==> src/hdl/dote_pkg.sv <==
// dote_pkg: widths, codes and fixed constants of the operation time evaluator
// used by dote_isqrt and drone_operation_time_eval; depends on nothing else

package dote_pkg;

   // field widths
   localparam int COORD_W    = 24;
   localparam int SCALE_W    = 32;
   localparam int ACC_W      = 40;
   localparam int TIME_W     = 48;
   localparam int REQ_DATA_W = 6 * COORD_W;
   localparam int RSP_DATA_W = TIME_W;

   // leg arithmetic: |d| needs one bit more than a coordinate
   localparam int MAG_W  = COORD_W + 1;
   localparam int ROOT_W = MAG_W;
   localparam int SQ_W   = 2 * ROOT_W;
   localparam int REM_W  = ROOT_W + 2;

   // shared multiplier
   localparam int MUL_W  = 32;
   localparam int PROD_W = 2 * MUL_W;
   localparam int HI_W   = ACC_W - MUL_W;
   localparam int HIP_W  = HI_W + SCALE_W;

   // fixed-point scaling of length * scale down to Q.8
   localparam int COORD_FRAC_BITS = 8;
   localparam int TIME_SHIFT      = COORD_FRAC_BITS + 8;
   localparam int HI_SAT_SHIFT    = TIME_SHIFT + 16;
   localparam int HI_LEFT_SHIFT   = MUL_W - TIME_SHIFT;
   localparam int SUM_W           = TIME_W + 2;

   localparam logic [TIME_W-1:0]  TIME_MAX    = '1;
   localparam logic [ACC_W-1:0]   ACC_MAX     = '1;
   localparam logic [SCALE_W-1:0] SCALE_RESET = SCALE_W'(65536);

   // configuration register indexes
   typedef enum logic [0:0] {
      CSR_TRUCK_SCALE = 1'b0,
      CSR_DRONE_SCALE = 1'b1
   } csr_index_type;

   // which leg is being measured
   typedef enum logic [1:0] {
      LEG_TO_CUST  = 2'd0,
      LEG_TO_RETR  = 2'd1,
      LEG_TRUCK    = 2'd2
   } leg_type;

   // sequencer states
   typedef enum logic [3:0] {
      ST_IDLE,
      ST_DIFF,
      ST_SQ_X,
      ST_SQ_Y,
      ST_ROOT_GO,
      ST_ROOT_WAIT,
      ST_ACCUM,
      ST_MUL_HI,
      ST_MUL_LO,
      ST_SCALE,
      ST_TOTAL,
      ST_RESULT
   } state_type;

endpackage

==> src/hdl/dote_isqrt.sv <==
// dote_isqrt: iterative integer square root, one root bit per cycle
// depends on dote_pkg for its widths

module dote_isqrt (
   input  logic                        clock,
   input  logic                        reset,
   input  logic                        start,
   input  logic [dote_pkg::SQ_W-1:0]   radicand,
   output logic                        done,
   output logic [dote_pkg::ROOT_W-1:0] root
);

   localparam int CNT_W = $clog2(dote_pkg::ROOT_W);
   localparam int TRY_W = dote_pkg::REM_W + 2;

   logic                        busy_ff, busy_in;
   logic                        done_ff, done_in;
   logic [CNT_W-1:0]            count_ff, count_in;
   logic [dote_pkg::SQ_W-1:0]   rad_ff, rad_in;
   logic [dote_pkg::REM_W-1:0]  rem_ff, rem_in;
   logic [dote_pkg::ROOT_W-1:0] root_ff, root_in;

   logic [TRY_W-1:0] rem_sh;
   logic [TRY_W-1:0] trial;
   logic [TRY_W-1:0] rem_sub;
   logic             fits;

   // one restoring step: bring down two radicand bits, try root*4+1
   always_comb begin
      rem_sh  = {rem_ff, rad_ff[dote_pkg::SQ_W-1 -: 2]};
      trial   = {2'b00, root_ff, 2'b01};
      rem_sub = rem_sh - trial;
      fits    = (rem_sh >= trial);
   end

   // step control and datapath next values
   always_comb begin
      busy_in  = busy_ff;
      done_in  = 1'b0;
      count_in = count_ff;
      rad_in   = rad_ff;
      rem_in   = rem_ff;
      root_in  = root_ff;
      if (start) begin
         busy_in  = 1'b1;
         count_in = CNT_W'(dote_pkg::ROOT_W - 1);
         rad_in   = radicand;
         rem_in   = '0;
         root_in  = '0;
      end else if (busy_ff) begin
         rem_in  = fits ? rem_sub[dote_pkg::REM_W-1:0] : rem_sh[dote_pkg::REM_W-1:0];
         root_in = {root_ff[dote_pkg::ROOT_W-2:0], fits};
         rad_in  = rad_ff << 2;
         if (count_ff == '0) begin
            busy_in = 1'b0;
            done_in = 1'b1;
         end else begin
            count_in = count_ff - 1'b1;
         end
      end
   end

   // control registers
   always_ff @(posedge clock) begin
      if (reset) begin
         busy_ff  <= 1'b0;
         done_ff  <= 1'b0;
         count_ff <= '0;
      end else begin
         busy_ff  <= busy_in;
         done_ff  <= done_in;
         count_ff <= count_in;
      end
   end

   // working registers
   always_ff @(posedge clock) begin
      rad_ff  <= rad_in;
      rem_ff  <= rem_in;
      root_ff <= root_in;
   end

   assign done = done_ff;
   assign root = root_ff;

endmodule

==> src/hdl/drone_operation_time_eval.sv <==
// drone_operation_time_eval: costs one truck-and-drone operation per run of customers
// depends on dote_pkg and dote_isqrt
//
//  channel | direction | handshake             | payload
//  req     | in        | req_tvalid/req_tready | req_tdata coords, req_tuser first, req_tlast
//  rsp     | out       | rsp_tvalid/rsp_tready | rsp_tdata op_time, rsp_tuser saturated
//  csr     | in        | csr_we                | csr_index, csr_wdata
//
// an item that is not the last customer measures only the leg to it, then returns to idle
// the last customer measures three legs, scales drone and truck length, offers the result
// each leg waits on the square root unit: 25 steps of one bit, then its done strobe
// the block takes one item at a time: req_tready is high only when idle
// a result is held on rsp until taken; rsp_tready low just holds it there
// reset is synchronous: scales return to 1.0, previous point and drone length to zero

module drone_operation_time_eval (
   input  logic                            clock,
   input  logic                            reset,
   // launch_x, launch_y, retrieve_x, retrieve_y, cust_x, cust_y
   input  logic [dote_pkg::REQ_DATA_W-1:0] req_tdata,
   // first_cust
   input  logic                            req_tuser,
   input  logic                            req_tlast,
   input  logic                            req_tvalid,
   output logic                            req_tready,
   // op_time
   output logic [dote_pkg::RSP_DATA_W-1:0] rsp_tdata,
   // time_saturated
   output logic                            rsp_tuser,
   output logic                            rsp_tvalid,
   input  logic                            rsp_tready,
   input  logic                            csr_we,
   input  logic [0:0]                      csr_index,
   input  logic [dote_pkg::SCALE_W-1:0]    csr_wdata
);

   localparam int CW = dote_pkg::COORD_W;

   dote_pkg::state_type state_ff, state_in;
   dote_pkg::leg_type   leg_ff, leg_in;

   logic [dote_pkg::SCALE_W-1:0] truck_scale_ff, drone_scale_ff;

   logic [CW-1:0] prev_x_ff, prev_x_in, prev_y_ff, prev_y_in;
   logic [CW-1:0] from_x_ff, from_x_in, from_y_ff, from_y_in;
   logic [CW-1:0] launch_x_ff, launch_x_in, launch_y_ff, launch_y_in;
   logic [CW-1:0] retr_x_ff, retr_x_in, retr_y_ff, retr_y_in;
   logic [CW-1:0] cust_x_ff, cust_x_in, cust_y_ff, cust_y_in;
   logic          last_ff, last_in;

   logic [dote_pkg::ACC_W-1:0]  acc_ff, acc_in;
   logic [dote_pkg::MAG_W-1:0]  dx_ff, dx_in, dy_ff, dy_in;
   logic [dote_pkg::SQ_W-1:0]   sumsq_ff, sumsq_in;
   logic [dote_pkg::PROD_W-1:0] prod_ff;
   logic [dote_pkg::HIP_W-1:0]  hi_ff, hi_in;
   logic [dote_pkg::TIME_W-1:0] term_ff, term_in;
   logic [dote_pkg::TIME_W-1:0] total_ff, total_in;
   logic                        sat_ff, sat_in;
   logic                        sel_truck_ff, sel_truck_in;

   logic                        accept;
   logic                        root_start;
   logic                        root_done;
   logic [dote_pkg::ROOT_W-1:0] root;
   logic [dote_pkg::SQ_W-1:0]   radicand;

   logic [CW-1:0]               pa_x, pa_y, pb_x, pb_y;
   logic [dote_pkg::MAG_W-1:0]  diff_x, diff_y;
   logic [dote_pkg::MUL_W-1:0]  mul_a, mul_b;
   logic [dote_pkg::ACC_W-1:0]  len;
   logic [dote_pkg::ACC_W:0]    acc_sum;
   logic                        hi_sat;
   logic [dote_pkg::SUM_W-1:0]  scaled;
   logic [dote_pkg::TIME_W:0]   total_sum;

   assign accept = req_tvalid & req_tready;

   // shared square root unit
   dote_isqrt u_isqrt (
      .clock    (clock),
      .reset    (reset),
      .start    (root_start),
      .radicand (radicand),
      .done     (root_done),
      .root     (root)
   );

   // sequencer next state
   always_comb begin
      state_in = state_ff;
      unique case (state_ff)
         dote_pkg::ST_IDLE:      if (req_tvalid) state_in = dote_pkg::ST_DIFF;
         dote_pkg::ST_DIFF:      state_in = dote_pkg::ST_SQ_X;
         dote_pkg::ST_SQ_X:      state_in = dote_pkg::ST_SQ_Y;
         dote_pkg::ST_SQ_Y:      state_in = dote_pkg::ST_ROOT_GO;
         dote_pkg::ST_ROOT_GO:   state_in = dote_pkg::ST_ROOT_WAIT;
         dote_pkg::ST_ROOT_WAIT: if (root_done) state_in = dote_pkg::ST_ACCUM;
         dote_pkg::ST_ACCUM: begin
            if (leg_ff == dote_pkg::LEG_TRUCK) begin
               state_in = dote_pkg::ST_MUL_HI;
            end else if (leg_ff == dote_pkg::LEG_TO_CUST && !last_ff) begin
               state_in = dote_pkg::ST_IDLE;
            end else begin
               state_in = dote_pkg::ST_DIFF;
            end
         end
         dote_pkg::ST_MUL_HI:    state_in = dote_pkg::ST_MUL_LO;
         dote_pkg::ST_MUL_LO:    state_in = dote_pkg::ST_SCALE;
         dote_pkg::ST_SCALE:     state_in = dote_pkg::ST_TOTAL;
         dote_pkg::ST_TOTAL:     state_in = sel_truck_ff ? dote_pkg::ST_RESULT
                                                         : dote_pkg::ST_MUL_HI;
         dote_pkg::ST_RESULT:    if (rsp_tready) state_in = dote_pkg::ST_IDLE;
         default:                state_in = dote_pkg::ST_IDLE;
      endcase
   end

   // sequencer outputs
   always_comb begin
      req_tready = 1'b0;
      rsp_tvalid = 1'b0;
      root_start = 1'b0;
      unique case (state_ff)
         dote_pkg::ST_IDLE:    req_tready = 1'b1;
         dote_pkg::ST_ROOT_GO: root_start = 1'b1;
         dote_pkg::ST_RESULT:  rsp_tvalid = 1'b1;
         default: begin
            req_tready = 1'b0;
         end
      endcase
   end

   // end points of the leg in hand
   always_comb begin
      unique case (leg_ff)
         dote_pkg::LEG_TO_CUST: begin
            pa_x = from_x_ff;   pa_y = from_y_ff;
            pb_x = cust_x_ff;   pb_y = cust_y_ff;
         end
         dote_pkg::LEG_TO_RETR: begin
            pa_x = cust_x_ff;   pa_y = cust_y_ff;
            pb_x = retr_x_ff;   pb_y = retr_y_ff;
         end
         dote_pkg::LEG_TRUCK: begin
            pa_x = launch_x_ff; pa_y = launch_y_ff;
            pb_x = retr_x_ff;   pb_y = retr_y_ff;
         end
         default: begin
            pa_x = '0; pa_y = '0;
            pb_x = '0; pb_y = '0;
         end
      endcase
      diff_x = {pa_x[CW-1], pa_x} - {pb_x[CW-1], pb_x};
      diff_y = {pa_y[CW-1], pa_y} - {pb_y[CW-1], pb_y};
   end

   // shared multiplier operands: squares, then length times scale in two halves
   always_comb begin
      len   = sel_truck_ff ? dote_pkg::ACC_W'(root) : acc_ff;
      mul_a = '0;
      mul_b = '0;
      unique case (state_ff)
         dote_pkg::ST_SQ_X: begin
            mul_a = dote_pkg::MUL_W'(dx_ff);
            mul_b = dote_pkg::MUL_W'(dx_ff);
         end
         dote_pkg::ST_SQ_Y: begin
            mul_a = dote_pkg::MUL_W'(dy_ff);
            mul_b = dote_pkg::MUL_W'(dy_ff);
         end
         dote_pkg::ST_MUL_HI: begin
            mul_a = dote_pkg::MUL_W'(len[dote_pkg::ACC_W-1:dote_pkg::MUL_W]);
            mul_b = sel_truck_ff ? truck_scale_ff : drone_scale_ff;
         end
         dote_pkg::ST_MUL_LO: begin
            mul_a = len[dote_pkg::MUL_W-1:0];
            mul_b = sel_truck_ff ? truck_scale_ff : drone_scale_ff;
         end
         default: begin
            mul_a = '0;
         end
      endcase
   end

   // radicand, running sums and scaling terms
   always_comb begin
      radicand  = sumsq_ff + prod_ff[dote_pkg::SQ_W-1:0];
      acc_sum   = {1'b0, acc_ff} + (dote_pkg::ACC_W + 1)'(root);
      hi_sat    = (hi_ff >> dote_pkg::HI_SAT_SHIFT) != '0;
      scaled    = (dote_pkg::SUM_W'(hi_ff) << dote_pkg::HI_LEFT_SHIFT)
                + dote_pkg::SUM_W'(prod_ff >> dote_pkg::TIME_SHIFT);
      total_sum = {1'b0, total_ff} + {1'b0, term_ff};
   end

   // datapath next values
   always_comb begin
      prev_x_in    = prev_x_ff;    prev_y_in   = prev_y_ff;
      from_x_in    = from_x_ff;    from_y_in   = from_y_ff;
      launch_x_in  = launch_x_ff;  launch_y_in = launch_y_ff;
      retr_x_in    = retr_x_ff;    retr_y_in   = retr_y_ff;
      cust_x_in    = cust_x_ff;    cust_y_in   = cust_y_ff;
      last_in      = last_ff;
      leg_in       = leg_ff;
      acc_in       = acc_ff;
      dx_in        = dx_ff;
      dy_in        = dy_ff;
      sumsq_in     = sumsq_ff;
      hi_in        = hi_ff;
      term_in      = term_ff;
      total_in     = total_ff;
      sat_in       = sat_ff;
      sel_truck_in = sel_truck_ff;
      unique case (state_ff)
         // take the item; the first customer starts from the launch point
         dote_pkg::ST_IDLE: begin
            if (accept) begin
               launch_x_in = req_tdata[0*CW +: CW];
               launch_y_in = req_tdata[1*CW +: CW];
               retr_x_in   = req_tdata[2*CW +: CW];
               retr_y_in   = req_tdata[3*CW +: CW];
               cust_x_in   = req_tdata[4*CW +: CW];
               cust_y_in   = req_tdata[5*CW +: CW];
               last_in     = req_tlast;
               from_x_in   = req_tuser ? req_tdata[0*CW +: CW] : prev_x_ff;
               from_y_in   = req_tuser ? req_tdata[1*CW +: CW] : prev_y_ff;
               prev_x_in   = req_tdata[4*CW +: CW];
               prev_y_in   = req_tdata[5*CW +: CW];
               if (req_tuser) acc_in = '0;
               leg_in      = dote_pkg::LEG_TO_CUST;
            end
         end
         // absolute differences
         dote_pkg::ST_DIFF: begin
            dx_in = diff_x[dote_pkg::MAG_W-1] ? dote_pkg::MAG_W'(-diff_x) : diff_x;
            dy_in = diff_y[dote_pkg::MAG_W-1] ? dote_pkg::MAG_W'(-diff_y) : diff_y;
         end
         dote_pkg::ST_SQ_Y: begin
            sumsq_in = prod_ff[dote_pkg::SQ_W-1:0];
         end
         // fold a drone leg length in and pick the next leg; after the truck leg clear the total
         dote_pkg::ST_ACCUM: begin
            unique case (leg_ff)
               dote_pkg::LEG_TO_CUST: begin
                  acc_in = acc_sum[dote_pkg::ACC_W] ? dote_pkg::ACC_MAX
                                                    : acc_sum[dote_pkg::ACC_W-1:0];
                  leg_in = dote_pkg::LEG_TO_RETR;
               end
               dote_pkg::LEG_TO_RETR: begin
                  acc_in = acc_sum[dote_pkg::ACC_W] ? dote_pkg::ACC_MAX
                                                    : acc_sum[dote_pkg::ACC_W-1:0];
                  leg_in = dote_pkg::LEG_TRUCK;
               end
               dote_pkg::LEG_TRUCK: begin
                  total_in     = '0;
                  sat_in       = 1'b0;
                  sel_truck_in = 1'b0;
               end
               default: begin
                  leg_in = dote_pkg::LEG_TO_CUST;
               end
            endcase
         end
         dote_pkg::ST_MUL_LO: begin
            hi_in = prod_ff[dote_pkg::HIP_W-1:0];
         end
         // truncate to Q.8 and clip one time term
         dote_pkg::ST_SCALE: begin
            if (hi_sat || scaled > dote_pkg::SUM_W'(dote_pkg::TIME_MAX)) begin
               term_in = dote_pkg::TIME_MAX;
               sat_in  = 1'b1;
            end else begin
               term_in = scaled[dote_pkg::TIME_W-1:0];
            end
         end
         // add the term, clip the total
         dote_pkg::ST_TOTAL: begin
            if (total_sum[dote_pkg::TIME_W]) begin
               total_in = dote_pkg::TIME_MAX;
               sat_in   = 1'b1;
            end else begin
               total_in = total_sum[dote_pkg::TIME_W-1:0];
            end
            sel_truck_in = 1'b1;
            if (sel_truck_ff) acc_in = '0;
         end
         default: begin
            last_in = last_ff;
         end
      endcase
   end

   // control state and configuration
   always_ff @(posedge clock) begin
      if (reset) begin
         state_ff       <= dote_pkg::ST_IDLE;
         leg_ff         <= dote_pkg::LEG_TO_CUST;
         truck_scale_ff <= dote_pkg::SCALE_RESET;
         drone_scale_ff <= dote_pkg::SCALE_RESET;
         prev_x_ff      <= '0;
         prev_y_ff      <= '0;
         acc_ff         <= '0;
         sel_truck_ff   <= 1'b0;
      end else begin
         state_ff     <= state_in;
         leg_ff       <= leg_in;
         prev_x_ff    <= prev_x_in;
         prev_y_ff    <= prev_y_in;
         acc_ff       <= acc_in;
         sel_truck_ff <= sel_truck_in;
         if (csr_we) begin
            unique case (csr_index)
               dote_pkg::CSR_TRUCK_SCALE: truck_scale_ff <= csr_wdata;
               dote_pkg::CSR_DRONE_SCALE: drone_scale_ff <= csr_wdata;
               default:                   truck_scale_ff <= truck_scale_ff;
            endcase
         end
      end
   end

   // payload registers
   always_ff @(posedge clock) begin
      from_x_ff   <= from_x_in;
      from_y_ff   <= from_y_in;
      launch_x_ff <= launch_x_in;
      launch_y_ff <= launch_y_in;
      retr_x_ff   <= retr_x_in;
      retr_y_ff   <= retr_y_in;
      cust_x_ff   <= cust_x_in;
      cust_y_ff   <= cust_y_in;
      last_ff     <= last_in;
      dx_ff       <= dx_in;
      dy_ff       <= dy_in;
      sumsq_ff    <= sumsq_in;
      prod_ff     <= mul_a * mul_b;
      hi_ff       <= hi_in;
      term_ff     <= term_in;
      total_ff    <= total_in;
      sat_ff      <= sat_in;
   end

   assign rsp_tdata = total_ff;
   assign rsp_tuser = sat_ff;

endmodule

==> config.mk <==
export PLATFORM = sky130hd
export DESIGN_NAME = drone_operation_time_eval
export DESIGN_NICKNAME = d
export VERILOG_FILES = /design/src/hdl/dote_pkg.sv /design/src/hdl/dote_isqrt.sv /design/src/hdl/drone_operation_time_eval.sv
export SDC_FILE = /design/constraint.sdc
export NUM_CORES = 2
export LEC_CHECK = 0
export BUFFER_PORTS_ARGS = -buffer_cell sky130_fd_sc_hd__buf_2
export CORE_MARGIN = 3
export CORE_UTILIZATION = 55
export CTS_BUF_LIST = sky130_fd_sc_hd__clkbuf_8 sky130_fd_sc_hd__clkbuf_16
export CTS_CLUSTER_SIZE = 30
export DETAILED_ROUTE_END_ITERATION = 6
export PLACE_DENSITY = 0.74
export SLEW_MARGIN = 20
export SYNTH_ARGS = -nofsm -noshare
export SYNTH_HDL_FRONTEND = slang
export SYNTH_HIERARCHICAL = 1
export SYNTH_SLANG_ARGS = --single-unit
==> constraint.sdc <==
create_clock -name clock -period 27.7 [get_ports clock]
set_input_delay 4.155 -clock clock [delete_from_list [all_inputs] [get_ports clock]]
set_output_delay 4.155 -clock clock [all_outputs]
set_load 0.02 [all_outputs]
Yosys cells after proc, flatten, opt, wreduce, memory -nomap -nowiden
Cells that the tools add are included.
{ "totals": {"word_cells": 152, "reg_bits": 762, "inputBits": 184} }
{ "op_classes": {"n_eq_ne": 25, "reduce_logical": 27, "n_mux": 49, "bitwise_logic": 4, "n_lt_le_gt_ge": 2, "addsub": 10, "mul": 1} }
{ "ops": {"columns": ["cell", "n"], "rows": [
  ["2-to-1 mux 40 bit", 6],
  ["case mux 24 bit (3 select lines)", 2],
  ["case mux 32 bit (4 select lines)", 1],
  ["case mux 40 bit (3 select lines)", 1],
  ["2-to-1 mux 50 bit", 2],
  ["2-to-1 mux 24 bit", 4],
  ["2-to-1 mux 48 bit", 2],
  ["case mux 24 bit (2 select lines)", 2],
  ["case mux 32 bit (3 select lines)", 1],
  ["case mux 48 bit (2 select lines)", 1],
  ["multiplier 32 x 32 -> 64 bit", 1],
  ["adder 50 x 48 -> 50 bit", 1],
  ["adder 50 bit", 1],
  ["greater-than comparator 50 x 48 -> 1 bit, second input constant", 1],
  ["negator 25 bit", 2],
  ["subtractor 24 x 24 -> 25 bit", 2],
  ["adder 48 x 48 -> 49 bit", 1],
  ["case mux 4 bit (12 select lines)", 1],
  ["adder 40 x 25 -> 41 bit", 1],
  ["nonzero test 40 bit", 1],
  ["2-to-1 mux 32 bit", 1],
  ["greater-or-equal comparator 29 x 27 -> 1 bit", 1],
  ["2-to-1 mux 27 bit", 1],
  ["subtractor 27 bit", 1],
  ["other kinds (34)", 80]
]} }

Depth between registers and ports, before layout
{ "depth": {"ltp_word": 6, "mapped_depth": 40, "mapped_depth_nobuf": 34} }

By module
The synthesis kept the hierarchy.
{ "modules_own_cells": {"columns": ["mod", "seq_area_each_um2", "cells_per_inst", "area_per_inst_um2", "n_inst"], "rows": [
  ["drone_operation_time_eval", 17376.7, 7139, 67209.5, 1],
  ["dote_isqrt", 2682.6, 580, 6020.8, 1]
]} }

Worst setup path before layout
Ideal clock, no wire load.
{ "synth_path": {"path_kind": "reg2reg", "from": "reg state_ff[1]", "to": "reg prod_ff[57] in the netlist's numbering", "setup_slack_ns": 17.118, "t_arrival_ns": 10.459, "synth_period_minus_slack_ns": 10.582, "stages_incl_launch_ff": 37, "setup_ns": 0.123, "n_path_buf": 4, "path_cell_list": "dfxtp_1 clkbuf_1 nand2_1 nor3_1 clkbuf_1 a22oi_1 o21ai_1 clkbuf_1 nand2_1 fa_1 inv_1 fa_1 inv_1 fa_1 inv_1 fa_1 inv_1 fa_1 inv_1 fa_1 fa_1 inv_1 fa_1 inv_1 ha_1 clkbuf_1 a211oi_1 o21bai_1 nand2_1 a21oi_1 a221oi_1 a31oi_1 o31a_1 a21o_1 a21oi_1 o21bai_1 xor2_1"} }
{ "synth_via": {"elab_chain_cells": 4, "elab_cells_between_ends": 8} }
{ "synth_rtl": {"columns": ["item", "line", "text"], "rows": [
  ["start: declaration", "drone_operation_time_eval.sv:39", "dote_pkg::state_type state_ff, state_in;"],
  ["start signal: assignment", "drone_operation_time_eval.sv:294", "state_ff <= dote_pkg::ST_IDLE;"],
  ["start signal: assignment", "drone_operation_time_eval.sv:303", "state_ff <= state_in;"],
  ["== test 4 bit or == test 4 x 3 -> 1 bit (tied branches)", "drone_operation_time_eval.sv:161", "unique case (state_ff)"],
  ["OR reduction 2 bit (no line)", null, null],
  ["case mux 32 bit (3 select lines)", "drone_operation_time_eval.sv:161", null],
  ["multiplier 32 x 32 -> 64 bit (*)", "drone_operation_time_eval.sv:333", "prod_ff <= mul_a * mul_b;"],
  ["end signal: assignment", "drone_operation_time_eval.sv:333", null],
  ["end: declaration", "drone_operation_time_eval.sv:54", "logic [dote_pkg::PROD_W-1:0] prod_ff;"]
]} }
Every way passes the cells marked *; elsewhere a longest branch is shown, timed or not.
A chain may end at the register's enable or synchronous reset.

Final worst setup path
{ "layout_path": {"from": "reg state_ff[2]", "to": "reg prod_ff[61] in the netlist's numbering"} }
The elaborated chain is that of the path after synthesis.

==> run metrics <==
status completed; worst path arrival time 11590 ps; die area 0.138 mm^2; Post-DP HPWL 164000 um; most frequent cells after synthesis 987 x inv_1, 924 x nand2_1, 902 x fa_1; Max VDD drop 103 uV; CTS Buf Count 83; Routed Antenna Nets 0; CTS clk-pin slew, worst paths 70 ps; CTS Buffer Depth 3; drt total wl 218000 um; Pre-antenna DRT Iters 7; EDFF count, synth 480; clk_skew 45.2 ps; sequential fraction of the synthesis area 0.274; initial antenna violation count 26; share of layout cells above drive strength 1 0.0954; Via Count 57200; Rows 133; Worst setup SP type flip-flop; fin cells 9610; H-tree depth 3; Die Y 371 um; Avg Inst Size Synth 9.49 um^2; vias per inst 5.95; Worst-Skew Late Latency 720 ps; top cells by area, synth fa_1 25%, edfxtp_1 20%, ha_1 8.6%; Die X 371 um; number of port buffers 234; DRC 0; hold crit path type flip-flop to flip-flop; grt ovf 0; Final min period 10990 ps; CTS tree done; final number of hold-violating endpoints 0; hold buffer count at cts 0; fillcell total 11100; vias in the first global route 58700; DR iter-0 viols 5394; Max Transition Viols Final 0; Most common cell on crit path fa_1; WP data required 28310 ps; Layout area overhead 8.05%; TNS Setup 0 ps; post-synth top area share 0.247; Power Density 81.3 mW/mm^2; WL per Instance 22.6 um; post-CTS setup buffers 0; ys async rst share 0; RSZ-0062 raised after global routing no; Root Driver clkbuf_16; global-route wire length before repair 335000 um; Worst path slowest cell o21a_1; placed insts 9440; WS Path Type flip-flop to flip-flop; fin nets 9358; Leak 0.0343 uW; Syn. warnings 6; gr usage total 0.318; Yosys reg bits 762; largest net degree at the start of global routing 86; I/O Pins 235; ys flop type edfxtp_1; Syn Inst Count 7719; CTS resizes 0; most common cell in the synthesized netlist inv_1; fin crit share 0.397; Core Area 0.132 mm^2; Yosys cell types 106; CP peak stage delay 1010 ps; fmax 0.0910 GHz; cell taking the most area after synthesis fa_1; number of max-cap violations 0; Placer Congestion 0.985; slew at the pin with the worst max-slew slack 1250 ps; Max transition margin 0.168; syn_nets 9306; CP endpoint kind flip-flop; Crit Path Max Fanout 49; synthesized area 0.0732 mm^2; endpoints failing setup 0; clk sinks 762; Initial Util 0.556
==> worst paths after layout <==
path / from / end / slack (ps) / cells after the start
hold reg to reg: prev_x_ff[11] / prev_x_ff[11] / 450 / 2
setup / recovery: state_ff[2] / prod_ff[61] / 16710 / 32
hold / removal: prev_x_ff[11] / prev_x_ff[11] / 450 / 2
setup reg to reg: state_ff[2] / prod_ff[61] / 16710 / 32
==> cell type report <==
cell class	count	area (um^2)	area share
repair buffers	347	2050	0.0259
clock buffers	95	2250	0.0285
inverters	988	3720	0.0470
clock inverters	61	668	0.00844
diodes	13	32.5	0.000411
multi-input cells	5589	48100	0.608
well taps	1755	2200	0.0278
flip-flops and latches	762	20100	0.254
==> power by group <==
group	internal [uW]	total [uW]	switching, uW
sequential	1550	1710	150
combinational	1210	3550	2340
clock	686	1180	492
total	3450	6440	2990
==> through the flow <==
stage / hold WS [ps] / util / worst slack (ps) / cell area (um^2) / total power, uW
3_3_place_gp: 439 / 0.578 / 17020 / 76100 / 5090
5_1_grt: 467 / 0.600 / 16300 / 79100 / 6810
2_1_floorplan: 427 / - / 17120 / 73200 / 4090
3_5_place_dp: 445 / 0.578 / 16910 / 76100 / 5170
6_report: 453 / 0.600 / 16710 / 79100 / 6440
4_1_cts: 453 / 0.600 / 16890 / 79100 / 6370
==> layer usage <==
layer  wire, um  part of all wire  track usage  vias up
li1           -                 -            -    25600
met1      80400              0.37        0.386    27900
met2      96500              0.44        0.500     2888
met3      24400              0.11       0.0957      732
met4      16100             0.074        0.191       22
met5        154           0.00071            0        -
==> cells in the final DEF (no fill, tap or decap), types with 16 or more instances in the layout <==
cell type	synthesis	final
o21ai_2	4	17
fa_1	902	902
mux2i_1	101	101
nand2_1	924	920
buf_4	2	112
o21bai_1	36	36
o21a_1	74	71
nor2b_1	44	43
o21ai_0	221	217
or2_2	62	62
nor2_1	900	898
a21o_1	120	120
nand4_1	40	40
a31oi_1	53	51
mux2_2	105	105
a22oi_1	78	78
nor3_1	55	51
and3_1	32	32
nand2b_1	83	83
o211ai_1	16	16
dfxtp_1	282	280
a222oi_1	48	48
clkbuf_16	0	84
xor2_1	110	110
a211oi_1	44	44
a21oi_1	454	453
or3_1	16	16
buf_2	9	233
inv_1	987	1000
ha_1	501	497
and2_1	33	32
edfxtp_1	480	480
xnor2_1	198	198
o31ai_1	17	17
nand3_1	51	51
o21ai_1	32	23
==> cell families after synthesis <==
logic type | synth area share
AOI/OAI and AO/OA | 0.120
buffers and inverters | 0.0708
xor gates and xnor gates | 0.0368
and+or+nand+nor | 0.136
muxes | 0.0300
adders and majority gates | 0.332
DFF | 0.274
==> registers in the layout (all words and copies together), names as in the netlist, 25 cells and up <==
register / count
acc_ff: 40
drone_scale_ff: 32
dx_ff: 25
dy_ff: 25
hi_ff: 40
prod_ff: 64
rsp_tdata: 48
sumsq_ff: 50
term_ff: 48
truck_scale_ff: 32
u_isqrt/rad_ff: 50
u_isqrt/rem_ff: 27
u_isqrt/root: 25
==> worst max-delay path, delay by kind of cell, from the launching register on <==
kind            cells  cell delay, ps
fa+ha+maj           9            4430
compound gates      9            3310
buf+inv             7            1260
flops               1             570
simple gates        6            1140
xor+xnor            1             140
Note: power is estimated with default switching activity, not from simulation.
